$ cat config.mk
export PLATFORM = sky130hd
export DESIGN_NAME = lru_key_value_cache_unit
export DESIGN_NICKNAME = d
export VERILOG_FILES = /design/src/rtl/lrukv_pkg.sv /design/src/rtl/lru_key_value_cache_unit.sv /design/src/rtl/lrukv_store.sv
export VERILOG_INCLUDE_DIRS = /design/src /design/src/rtl
export SDC_FILE = /design/constraint.sdc
export NUM_CORES = 1
export LEC_CHECK = 0
export BUFFER_PORTS_ARGS = -buffer_cell sky130_fd_sc_hd__buf_2
export CAP_MARGIN = 20
export CELL_PAD_IN_SITES_DETAIL_PLACEMENT = 1
export CELL_PAD_IN_SITES_GLOBAL_PLACEMENT = 1
export CORE_ASPECT_RATIO = 0.6
export CORE_MARGIN = 2
export CORE_UTILIZATION = 50
export DETAILED_ROUTE_END_ITERATION = 6
export PLACE_DENSITY = 0.71
export SETUP_SLACK_MARGIN = 0.05
export SKIP_CTS_REPAIR_TIMING = 1
export SYNTH_ARGS = -nofsm -noshare
export SYNTH_HDL_FRONTEND = slang
export SYNTH_HIERARCHICAL = 1
export SYNTH_SLANG_ARGS = --single-unit
$ cat constraint.sdc
create_clock -name clk_i -period 4.4 [get_ports clk_i]
set_clock_uncertainty 0.2 [all_clocks]
set_input_delay 0.44 -clock clk_i [delete_from_list [all_inputs] [get_ports clk_i]]
set_output_delay 0.44 -clock clk_i [all_outputs]
set_load 0.01 [all_outputs]
$ cat src/rtl/lru_key_value_cache_unit_macros.svh
// assertion macros for the lru key/value cache unit
`ifndef LRU_KEY_VALUE_CACHE_UNIT_MACROS_SVH
`define LRU_KEY_VALUE_CACHE_UNIT_MACROS_SVH

`ifndef NO_ASSERTIONS

// same-cycle implication, checked out of reset
`define LRUKV_ASSERT(lbl, ante, cons, msg) \
  lbl: assert property (@(posedge clk_i) disable iff (!rst_ni) (ante) |-> (cons)) \
    else $error(msg);

// next-cycle implication, checked out of reset
`define LRUKV_ASSERT_NXT(lbl, ante, cons, msg) \
  lbl: assert property (@(posedge clk_i) disable iff (!rst_ni) (ante) |=> (cons)) \
    else $error(msg);

`else

`define LRUKV_ASSERT(lbl, ante, cons, msg)
`define LRUKV_ASSERT_NXT(lbl, ante, cons, msg)

`endif

`endif

$ cat src/rtl/lrukv_pkg.sv
// shared types and constants for the lru key/value cache
`timescale 1ns / 1ps

package lrukv_pkg;

  // default sizes
  localparam int DEF_MAX_ENTRIES = 16;
  localparam int DEF_KEY_BITS    = 16;
  localparam int DEF_VALUE_BITS  = 32;

  // capacity register
  localparam int                CAP_W     = 5;
  localparam logic [CAP_W-1:0]  CAP_RESET = 5'd16;

  // operation codes
  typedef enum logic {
    FUNC_GET = 1'b0,
    FUNC_PUT = 1'b1
  } func_e;

  // sequencer states
  typedef enum logic [2:0] {
    ST_IDLE,
    ST_SCAN,
    ST_DECIDE,
    ST_UPDATE,
    ST_WRITE,
    ST_RESP
  } state_e;

  // write enables into the entry store
  typedef struct packed {
    logic key;
    logic val;
    logic rank;
  } store_we_t;

endpackage

$ cat src/rtl/lru_key_value_cache_unit.sv
// Fully associative key/value cache with least-recently-used replacement.
// A get miss walks the store once, a hit or a put twice; the store is walked one entry a cycle
// through its single read port, once to look up and once to age the recency ranks.
// One request at a time: a new request is taken only once the last result has been accepted.
// Reset: asynchronous, active low; all entries invalid, capacity 16, no clearing pass.
`timescale 1ns / 1ps
`include "lru_key_value_cache_unit_macros.svh"

module lru_key_value_cache_unit #(
  parameter int MAX_ENTRIES = lrukv_pkg::DEF_MAX_ENTRIES,
  parameter int KEY_BITS    = lrukv_pkg::DEF_KEY_BITS,
  parameter int VALUE_BITS  = lrukv_pkg::DEF_VALUE_BITS
) (
  input  logic                                        clk_i,
  input  logic                                        rst_ni,
  // capacity register write
  input  logic                                        cfg_valid_i,
  output logic                                        cfg_ready_o,
  input  logic [lrukv_pkg::CAP_W-1:0]                 cfg_data_i,
  // request stream
  input  logic                                        s_axis_tvalid_i,
  output logic                                        s_axis_tready_o,
  // tdata: lookup_key, write_value (lowest bits first), zero padded
  input  logic [((KEY_BITS+VALUE_BITS+7)/8)*8-1:0]    s_axis_tdata_i,
  // tuser: func
  input  logic                                        s_axis_tuser_i,
  // result stream
  output logic                                        m_axis_tvalid_o,
  input  logic                                        m_axis_tready_i,
  // tdata: read_value, zero padded
  output logic [((VALUE_BITS+7)/8)*8-1:0]             m_axis_tdata_o,
  // tuser: hit, evicted (lowest bit first)
  output logic [1:0]                                  m_axis_tuser_o
);

  import lrukv_pkg::*;

  localparam int IW    = (MAX_ENTRIES > 1) ? $clog2(MAX_ENTRIES) : 1;
  localparam int CW    = $clog2(MAX_ENTRIES + 1);
  localparam int CMPW  = (CW > CAP_W) ? CW : CAP_W;
  localparam int OUT_W = ((VALUE_BITS + 7) / 8) * 8;

  // control state
  state_e                  state_q, state_d;
  logic [CW-1:0]           addr_q, addr_d;
  logic                    s1_vld_q, s1_vld_d;
  logic [IW-1:0]           s1_idx_q, s1_idx_d;
  logic                    found_q, found_d;
  logic                    vic_q, vic_d;
  logic                    free_q, free_d;
  logic [MAX_ENTRIES-1:0]  valid_q, valid_d;
  logic [CW-1:0]           occ_q, occ_d;
  logic [CAP_W-1:0]        cap_q, cap_d;

  // request and working payload
  func_e                   func_q, func_d;
  logic [KEY_BITS-1:0]     key_q, key_d;
  logic [VALUE_BITS-1:0]   val_q, val_d;
  logic [IW-1:0]           found_idx_q, found_idx_d;
  logic [IW-1:0]           found_rank_q, found_rank_d;
  logic [VALUE_BITS-1:0]   found_val_q, found_val_d;
  logic [IW-1:0]           vic_idx_q, vic_idx_d;
  logic [IW-1:0]           best_q, best_d;
  logic [IW-1:0]           free_idx_q, free_idx_d;
  logic [IW-1:0]           slot_q, slot_d;
  logic [IW-1:0]           limit_q, limit_d;
  logic                    limit_all_q, limit_all_d;
  logic                    ins_q, ins_d;
  logic                    hit_q, hit_d;
  logic                    evict_q, evict_d;
  logic [VALUE_BITS-1:0]   rd_value_q, rd_value_d;

  // store port signals
  logic [IW-1:0]           rd_addr;
  logic [IW-1:0]           wr_addr;
  store_we_t               we;
  logic [IW-1:0]           wr_rank;
  logic [KEY_BITS-1:0]     rd_key;
  logic [VALUE_BITS-1:0]   rd_val;
  logic [IW-1:0]           rd_rank;

  // shared magnitude comparator
  logic [IW-1:0]           cmp_a, cmp_b;
  logic                    cmp_lt;

  // capacity limit
  logic [CMPW-1:0]         cap_ext;
  logic [CMPW-1:0]         eff_cap;
  logic                    full;
  logic                    last_entry;
  logic                    s1_valid_bit;

  assign cmp_lt = cmp_a < cmp_b;

  // effective capacity: zero reads as one, clipped to the entry count
  always_comb begin
    cap_ext = CMPW'(cap_q);
    if (cap_q == '0) begin
      eff_cap = CMPW'(1);
    end else if (cap_ext > CMPW'(MAX_ENTRIES)) begin
      eff_cap = CMPW'(MAX_ENTRIES);
    end else begin
      eff_cap = cap_ext;
    end
  end

  assign full         = CMPW'(occ_q) >= eff_cap;
  assign last_entry   = s1_vld_q && (s1_idx_q == IW'(MAX_ENTRIES - 1));
  assign s1_valid_bit = valid_q[s1_idx_q];

  lrukv_store #(
    .MAX_ENTRIES (MAX_ENTRIES),
    .KEY_BITS    (KEY_BITS),
    .VALUE_BITS  (VALUE_BITS),
    .IW          (IW)
  ) u_store (
    .clk_i     (clk_i),
    .rd_addr_i (rd_addr),
    .wr_addr_i (wr_addr),
    .we_i      (we),
    .wr_key_i  (key_q),
    .wr_val_i  (val_q),
    .wr_rank_i (wr_rank),
    .rd_key_o  (rd_key),
    .rd_val_o  (rd_val),
    .rd_rank_o (rd_rank)
  );

  // sequencer: next state and datapath control
  always_comb begin
    state_d      = state_q;
    addr_d       = addr_q;
    s1_vld_d     = 1'b0;
    s1_idx_d     = addr_q[IW-1:0];
    found_d      = found_q;
    vic_d        = vic_q;
    free_d       = free_q;
    valid_d      = valid_q;
    occ_d        = occ_q;
    cap_d        = cap_q;
    func_d       = func_q;
    key_d        = key_q;
    val_d        = val_q;
    found_idx_d  = found_idx_q;
    found_rank_d = found_rank_q;
    found_val_d  = found_val_q;
    vic_idx_d    = vic_idx_q;
    best_d       = best_q;
    free_idx_d   = free_idx_q;
    slot_d       = slot_q;
    limit_d      = limit_q;
    limit_all_d  = limit_all_q;
    ins_d        = ins_q;
    hit_d        = hit_q;
    evict_d      = evict_q;
    rd_value_d   = rd_value_q;
    rd_addr      = addr_q[IW-1:0];
    wr_addr      = s1_idx_q;
    we           = '0;
    wr_rank      = rd_rank + IW'(1);
    cmp_a        = best_q;
    cmp_b        = rd_rank;

    // capacity write
    if (cfg_valid_i) begin
      cap_d = cfg_data_i;
    end

    case (state_q)
      ST_IDLE: begin
        if (s_axis_tvalid_i) begin
          func_d  = func_e'(s_axis_tuser_i);
          key_d   = s_axis_tdata_i[KEY_BITS-1:0];
          val_d   = s_axis_tdata_i[KEY_BITS +: VALUE_BITS];
          addr_d  = '0;
          found_d = 1'b0;
          vic_d   = 1'b0;
          free_d  = 1'b0;
          state_d = ST_SCAN;
        end
      end

      // walk all entries: first match, least recent valid, first free
      ST_SCAN: begin
        cmp_a = best_q;
        cmp_b = rd_rank;
        if (addr_q < CW'(MAX_ENTRIES)) begin
          s1_vld_d = 1'b1;
          addr_d   = addr_q + CW'(1);
        end
        if (s1_vld_q) begin
          if (s1_valid_bit && (rd_key == key_q) && !found_q) begin
            found_d      = 1'b1;
            found_idx_d  = s1_idx_q;
            found_rank_d = rd_rank;
            found_val_d  = rd_val;
          end
          if (s1_valid_bit && (!vic_q || cmp_lt)) begin
            vic_d     = 1'b1;
            vic_idx_d = s1_idx_q;
            best_d    = rd_rank;
          end
          if (!s1_valid_bit && !free_q) begin
            free_d     = 1'b1;
            free_idx_d = s1_idx_q;
          end
          if (last_entry) begin
            state_d = ST_DECIDE;
          end
        end
      end

      // pick hit, insert slot or eviction
      ST_DECIDE: begin
        cmp_a       = free_idx_q;
        cmp_b       = vic_idx_q;
        addr_d      = '0;
        hit_d       = found_q;
        evict_d     = 1'b0;
        rd_value_d  = '0;
        ins_d       = 1'b0;
        limit_all_d = 1'b0;
        state_d     = ST_RESP;
        if (found_q) begin
          slot_d  = found_idx_q;
          limit_d = found_rank_q;
          if (func_q == FUNC_GET) begin
            rd_value_d = found_val_q;
          end
          state_d = ST_UPDATE;
        end else if (func_q == FUNC_PUT) begin
          if (full && vic_q) begin
            evict_d             = 1'b1;
            valid_d[vic_idx_q]  = 1'b0;
            slot_d              = (free_q && cmp_lt) ? free_idx_q : vic_idx_q;
            ins_d               = 1'b1;
            limit_all_d         = 1'b1;
            state_d             = ST_UPDATE;
          end else if (free_q) begin
            slot_d      = free_idx_q;
            occ_d       = occ_q + CW'(1);
            ins_d       = 1'b1;
            limit_all_d = 1'b1;
            state_d     = ST_UPDATE;
          end
        end
      end

      // age every valid entry more recent than the limit, or every valid entry on an insert
      ST_UPDATE: begin
        cmp_a = rd_rank;
        cmp_b = limit_q;
        if (addr_q < CW'(MAX_ENTRIES)) begin
          s1_vld_d = 1'b1;
          addr_d   = addr_q + CW'(1);
        end
        if (s1_vld_q) begin
          wr_addr = s1_idx_q;
          wr_rank = rd_rank + IW'(1);
          we.rank = s1_valid_bit && (s1_idx_q != slot_q) && (limit_all_q || cmp_lt);
          if (last_entry) begin
            state_d = ST_WRITE;
          end
        end
      end

      // slot becomes most recent; the value is stored on a put, the key on an insert
      ST_WRITE: begin
        wr_addr = slot_q;
        wr_rank = '0;
        we.rank = 1'b1;
        we.val  = (func_q == FUNC_PUT);
        we.key  = ins_q;
        if (ins_q) begin
          valid_d[slot_q] = 1'b1;
        end
        state_d = ST_RESP;
      end

      ST_RESP: begin
        if (m_axis_tready_i) begin
          state_d = ST_IDLE;
        end
      end

      default: begin
        state_d = ST_IDLE;
      end
    endcase
  end

  // control registers
  always_ff @(posedge clk_i or negedge rst_ni) begin
    if (!rst_ni) begin
      state_q  <= ST_IDLE;
      addr_q   <= '0;
      s1_vld_q <= 1'b0;
      found_q  <= 1'b0;
      vic_q    <= 1'b0;
      free_q   <= 1'b0;
      valid_q  <= '0;
      occ_q    <= '0;
      cap_q    <= CAP_RESET;
    end else begin
      state_q  <= state_d;
      addr_q   <= addr_d;
      s1_vld_q <= s1_vld_d;
      found_q  <= found_d;
      vic_q    <= vic_d;
      free_q   <= free_d;
      valid_q  <= valid_d;
      occ_q    <= occ_d;
      cap_q    <= cap_d;
    end
  end

  // payload registers
  always_ff @(posedge clk_i) begin
    s1_idx_q     <= s1_idx_d;
    func_q       <= func_d;
    key_q        <= key_d;
    val_q        <= val_d;
    found_idx_q  <= found_idx_d;
    found_rank_q <= found_rank_d;
    found_val_q  <= found_val_d;
    vic_idx_q    <= vic_idx_d;
    best_q       <= best_d;
    free_idx_q   <= free_idx_d;
    slot_q       <= slot_d;
    limit_q      <= limit_d;
    limit_all_q  <= limit_all_d;
    ins_q        <= ins_d;
    hit_q        <= hit_d;
    evict_q      <= evict_d;
    rd_value_q   <= rd_value_d;
  end

  // ports
  assign cfg_ready_o     = 1'b1;
  assign s_axis_tready_o = (state_q == ST_IDLE);
  assign m_axis_tvalid_o = (state_q == ST_RESP);
  assign m_axis_tdata_o  = OUT_W'(rd_value_q);
  assign m_axis_tuser_o  = {evict_q, hit_q};

  // checks
  `LRUKV_ASSERT(a_occ_in_range, 1'b1, occ_q <= CW'(MAX_ENTRIES),
                "occupancy above entry count")
  `LRUKV_ASSERT(a_occ_matches_valid, state_q == ST_IDLE,
                $countones(valid_q) == int'(occ_q), "occupancy out of step with valid bits")
  `LRUKV_ASSERT(a_hit_excludes_evict, m_axis_tvalid_o,
                !(m_axis_tuser_o[0] && m_axis_tuser_o[1]), "hit and eviction in one result")
  `LRUKV_ASSERT_NXT(a_busy_after_request, s_axis_tvalid_i && s_axis_tready_o,
                    !s_axis_tready_o, "new request taken while busy")

endmodule

$ cat src/rtl/lrukv_store.sv
// entry store: keys, values and recency ranks, one read and one write port
`timescale 1ns / 1ps

module lrukv_store #(
  parameter int MAX_ENTRIES = lrukv_pkg::DEF_MAX_ENTRIES,
  parameter int KEY_BITS    = lrukv_pkg::DEF_KEY_BITS,
  parameter int VALUE_BITS  = lrukv_pkg::DEF_VALUE_BITS,
  parameter int IW          = 4
) (
  input  logic                  clk_i,
  input  logic [IW-1:0]         rd_addr_i,
  input  logic [IW-1:0]         wr_addr_i,
  input  lrukv_pkg::store_we_t  we_i,
  input  logic [KEY_BITS-1:0]   wr_key_i,
  input  logic [VALUE_BITS-1:0] wr_val_i,
  input  logic [IW-1:0]         wr_rank_i,
  output logic [KEY_BITS-1:0]   rd_key_o,
  output logic [VALUE_BITS-1:0] rd_val_o,
  output logic [IW-1:0]         rd_rank_o
);

  import lrukv_pkg::*;

  logic [KEY_BITS-1:0]   keys_mem  [MAX_ENTRIES];
  logic [VALUE_BITS-1:0] vals_mem  [MAX_ENTRIES];
  logic [IW-1:0]         ranks_mem [MAX_ENTRIES];

  logic [KEY_BITS-1:0]   rd_key_q;
  logic [VALUE_BITS-1:0] rd_val_q;
  logic [IW-1:0]         rd_rank_q;

  // write port
  always_ff @(posedge clk_i) begin
    if (we_i.key) begin
      keys_mem[wr_addr_i] <= wr_key_i;
    end
    if (we_i.val) begin
      vals_mem[wr_addr_i] <= wr_val_i;
    end
    if (we_i.rank) begin
      ranks_mem[wr_addr_i] <= wr_rank_i;
    end
  end

  // registered read port
  always_ff @(posedge clk_i) begin
    rd_key_q  <= keys_mem[rd_addr_i];
    rd_val_q  <= vals_mem[rd_addr_i];
    rd_rank_q <= ranks_mem[rd_addr_i];
  end

  assign rd_key_o  = rd_key_q;
  assign rd_val_o  = rd_val_q;
  assign rd_rank_o = rd_rank_q;

endmodule
==> results by group <==
Yosys
  – Register area share after synthesis: 79.0%
  – Syn. warnings: 6
  – Cell area after synthesis: 0.0397 mm²
  – FFs w/ async S/R, synth: 3.55%
  – Seq cells post-synth: 1,070
  – Synth Area per Inst: about 21 µm²
  – Cells after Synth: roughly 1,900
  – Post-synthesis cell type count: 57
  – EDFF count, synth: 976
  – Net count after synthesis: approximately 2,000
  – Ys flop type: edfxtp_1

Global route
  – Vias in the first global route: 20,196
  – Antenna violations before repair: 4
  – Largest net degree at the start of global routing: slightly above 70
  – GRT Util Overall: 23.1%
  – Gr ovfl total: 0
  – First-pass GRT wire length: around 140,000 µm

Drt
  – DR WL/cell: 28.8 µm
  – Drt pass-1 iters: 5
  – Final wirelength: between 90,000 and 100,000 µm
  – Residual DRC count: 0
  – Initial drt markers: 2,230
  – Post-route ant nets: 0
  – Vias/cell: 6.02
  – Vias: a little under 20,000

Setup path
  – Critical path data required time: roughly 4.5 ns
  – Worst reg2reg endpoint: u_store/ranks_mem[14][2]$_DFFE_PP_
  – Nature of the critical path startpoint: flop
  – R2R Setup Slk: 0.36 ns
  – Crit path arrival time: 4.15 ns
  – R2r worst-path depth: 12
  – Crit Path Max Fanout: 14
  – Worst setup EP type: flop
  – Crit Reg-Reg Startpoint: state_q[1]$_DFFE_PN0P_
  – CP Class: reg -> reg

Power and ir drop
  – Clk pwr share: a little under a third
  – Max IR drop VDD: 0.000398 V
  – Sw Pwr: 7.52 mW
  – Switching part of the total: 28.0%
  – Sequential Power Share: 46.7%
  – P_int: between 15 and 20 mW
  – Pwr/cell area: 588 mW/mm²
  – Combinational power share: 21.9%
  – Design Power: 26.8 mW
  – Leakage: 14.8 nW

STA
  – Fmax: 248 MHz
  – Final Max Slew Viols: 0
  – Fin. Hold Viols: 0
  – Unrepaired setup endpoints after global routing: false
  – Setup_tns: 0 ns
  – Worst-Margin Slew: 1.15 ns
  – Fin crit share: roughly nine tenths
  – Final Critical Period: 4.04 ns
  – Setup violations, final: 0
  – Max-Slew Margin vs Limit: 23.5%

Placed design
  – PortBufs: 94
  – Post-DP HPWL: 53,900 µm
  – GP Congestion: 0.828

Cells and area
  – Layout cells sized above 1: 26.3%
  – Area grow syn2layout: 15.0%
  – Nets: 2,174
  – Multi-input logic area: 0.00800 mm²
  – Fillers: about 6,600
  – Final Util: 58.5%
  – Register area: 0.0314 mm²

Clock network
  – Clock Root Buffer: clkbuf_16
  – CTS tree: built
  – Sink Count: 1,070
  – Worst-Skew Late Latency: 0.68 ns
  – Max H-tree Level: 3
  – Clock transition at the registers of the reported paths: 0.07 ns
  – Bufs on Longest Clock Path: 3
  – CTS Buf Count: 94

Worst hold path
  – Hold EP: found_q$_DFFE_PN0P_
  – WHS Path Cells: 3
  – Hold Path Class: in -> reg
  – Min-delay src: s_axis_tvalid_i

Status
  – Outcome: finished clean

Floorplan
  – Die Wd: approximately 370 µm
  – Core Rows: 79
  – Core area: 0.0781 mm²
  – Ports: 96
  – Initial Util: just over 50%
  – Vert. Die Dim: 222 µm
  – DIE AREA: 0.0818 mm²

Run
  – Max Cap Violations: 0
-- flip-flops by register name, summed over array words and instances, names as in the netlist, 32 cells and up --
name and count:
found_val_q 32, u_store/keys_mem 256, u_store/rd_val_o 32, m_axis_tdata_o 32, u_store/ranks_mem 64, u_store/vals_mem 512
val_q 32
-- synth_stat cells, types with 3 or more instances --
master      n  area (µm²)
edfxtp_1  976       29300
mux4_2    213        4800
a22oi_1   104         781
nand2_1    91         342
nor2_1     76         285
dfxtp_1    56        1120
clkbuf_1   48         180
dfrtp_1    37         926
and2_1     35         219
o21ai_0    28         140
buf_2      22         110
buf_6      16         180
xnor2_1    14         123
xor2_1     14         123
ha_1       11         138
nand2b_1   11        68.8
mux2i_1    10         100
nor3_1     10        50.1
mux2_2      9         101
inv_1       8        30.0
nand3_1     8        40.0
nor2b_1     8        50.1
a21oi_1     7        35.0
nand4_1     7        43.8
o31ai_1     6        45.0
nor4_1      4        25.0
a21o_1      3        22.5
buf_4       3        22.5
-- worst max-delay path, stage by stage (launching register included) --
cell,delay (ns)
dfrtp_1,0.58
nand2b_1,0.44
nand2_1,0.19
o21ai_0,0.10
ha_1,0.34
a21o_1,0.18
a21oi_1,0.22
o31a_1,0.25
nor2_1,0.06
nor4_1,0.21
a21o_2,0.26
nand3_1,0.22
nor2_1,0.43
-- per-layer routing --
| metal | vias up | track usage (%) | part of all wire, % | routed length (µm) |
|---|---|---|---|---|
| met2 | 741 | 33.4 | 45 | 41700 |
| li1 | 8114 | - | - | - |
| met3 | 126 | 4.99 | 7.5 | 7000 |
| met1 | 10470 | 36.1 | 46 | 42800 |
| met5 | - | 0 | 0.014 | 13 |
| met4 | 2 | 5.69 | 1.7 | 1610 |
-- power by group through the flow --
stage,Combinational [mW],Clock [mW],Sequential (mW)
floorplan,4.24,0,12.3
global placement,5.65,0,12.7
detailed placement,5.79,0,12.8
CTS,5.85,8.56,12.6
global route,6.38,8.92,12.6
finish,5.89,8.42,12.5
-- kinds of logic (layout without fill, tap and decap cells) --
| family | count (synthesis) | count (layout) | synth area share (%) |
|---|---|---|---|
| AOI/OAI and AO/OA | 168 | 168 | 3.00 |
| xor gates and xnor gates | 28 | 28 | 0.618 |
| adders and majority gates | 11 | 11 | 0.347 |
| buffers and inverters | 100 | 407 | 1.35 |
| DFF | 1070 | 1070 | 79.0 |
| muxes | 232 | 232 | 12.6 |
| other | 1 | 2 | 0.00944 |
| and+or+nand+nor | 262 | 262 | 3.07 |
-- worst max path at each step --
stage | end | cells after the start | slack (ns) | from
after floorplan | u_store/vals_mem[4][0]$_DFFE_PP_ | 6 | 0.48 | state_q[0]$_DFFE_PN0P_
after global placement | u_store/ranks_mem[12][2]$_DFFE_PP_ | 13 | 0.80 | state_q[2]$_DFFE_PN0P_
after detailed placement | u_store/ranks_mem[14][2]$_DFFE_PP_ | 12 | 0.57 | state_q[1]$_DFFE_PN0P_
after CTS | u_store/ranks_mem[14][0]$_DFFE_PP_ | 12 | 0.44 | state_q[1]$_DFFE_PN0P_
after global routing | u_store/ranks_mem[14][0]$_DFFE_PP_ | 12 | 0.11 | state_q[1]$_DFFE_PN0P_
final | u_store/ranks_mem[14][2]$_DFFE_PP_ | 12 | 0.36 | state_q[1]$_DFFE_PN0P_
-- layout make-up --
type                       count  area share, %
multi-input combinational    702           17.5
sequential                  1070           68.7
antenna                        1        0.00548
clock inverter                45           1.02
inverter                       8         0.0658
tap                         1053           2.88
clock buffer                 126           5.84
timing repair buffer         228           3.94
-- cells in the final DEF, fill, tap and decap left out, types with 8 or more instances in the layout --
cell / count
and2_1: 34
nor3_1: 10
xnor2_1: 14
mux2_2: 9
buf_4: 55
buf_12: 12
clkbuf_16: 99
edfxtp_1: 976
clkinv_1: 18
buf_2: 94
clkinv_2: 12
bufinv_16: 9
mux2i_1: 10
nor2_1: 42
mux4_2: 213
o21ai_0: 28
a22oi_1: 104
ha_1: 11
nand2b_1: 11
nor2_4: 18
dfrtp_1: 35
nand2_1: 91
clkbuf_8: 9
xor2_1: 14
dfxtp_1: 56
dlygate4sd3_1: 63
nand3_1: 8
clkbuf_1: 18
nor2_2: 17
-- metrics by stage --
| step | worst slack [ns] | instances | area [µm²] | hold slack [ns] |
|---|---|---|---|---|
| detailed placement | 0.571 | 2995 | 41900 | 0.190 |
| CTS | 0.440 | 3166 | 45000 | -0.304 |
| finish | 0.363 | 3233 | 45700 | 0.0308 |
| floorplan | 0.480 | 1872 | 39700 | -0.0556 |
| global placement | 0.799 | 2994 | 41900 | 0.186 |
| global route | 0.110 | 3232 | 45700 | 0.00959 |
(Power assumes the default switching activity.)
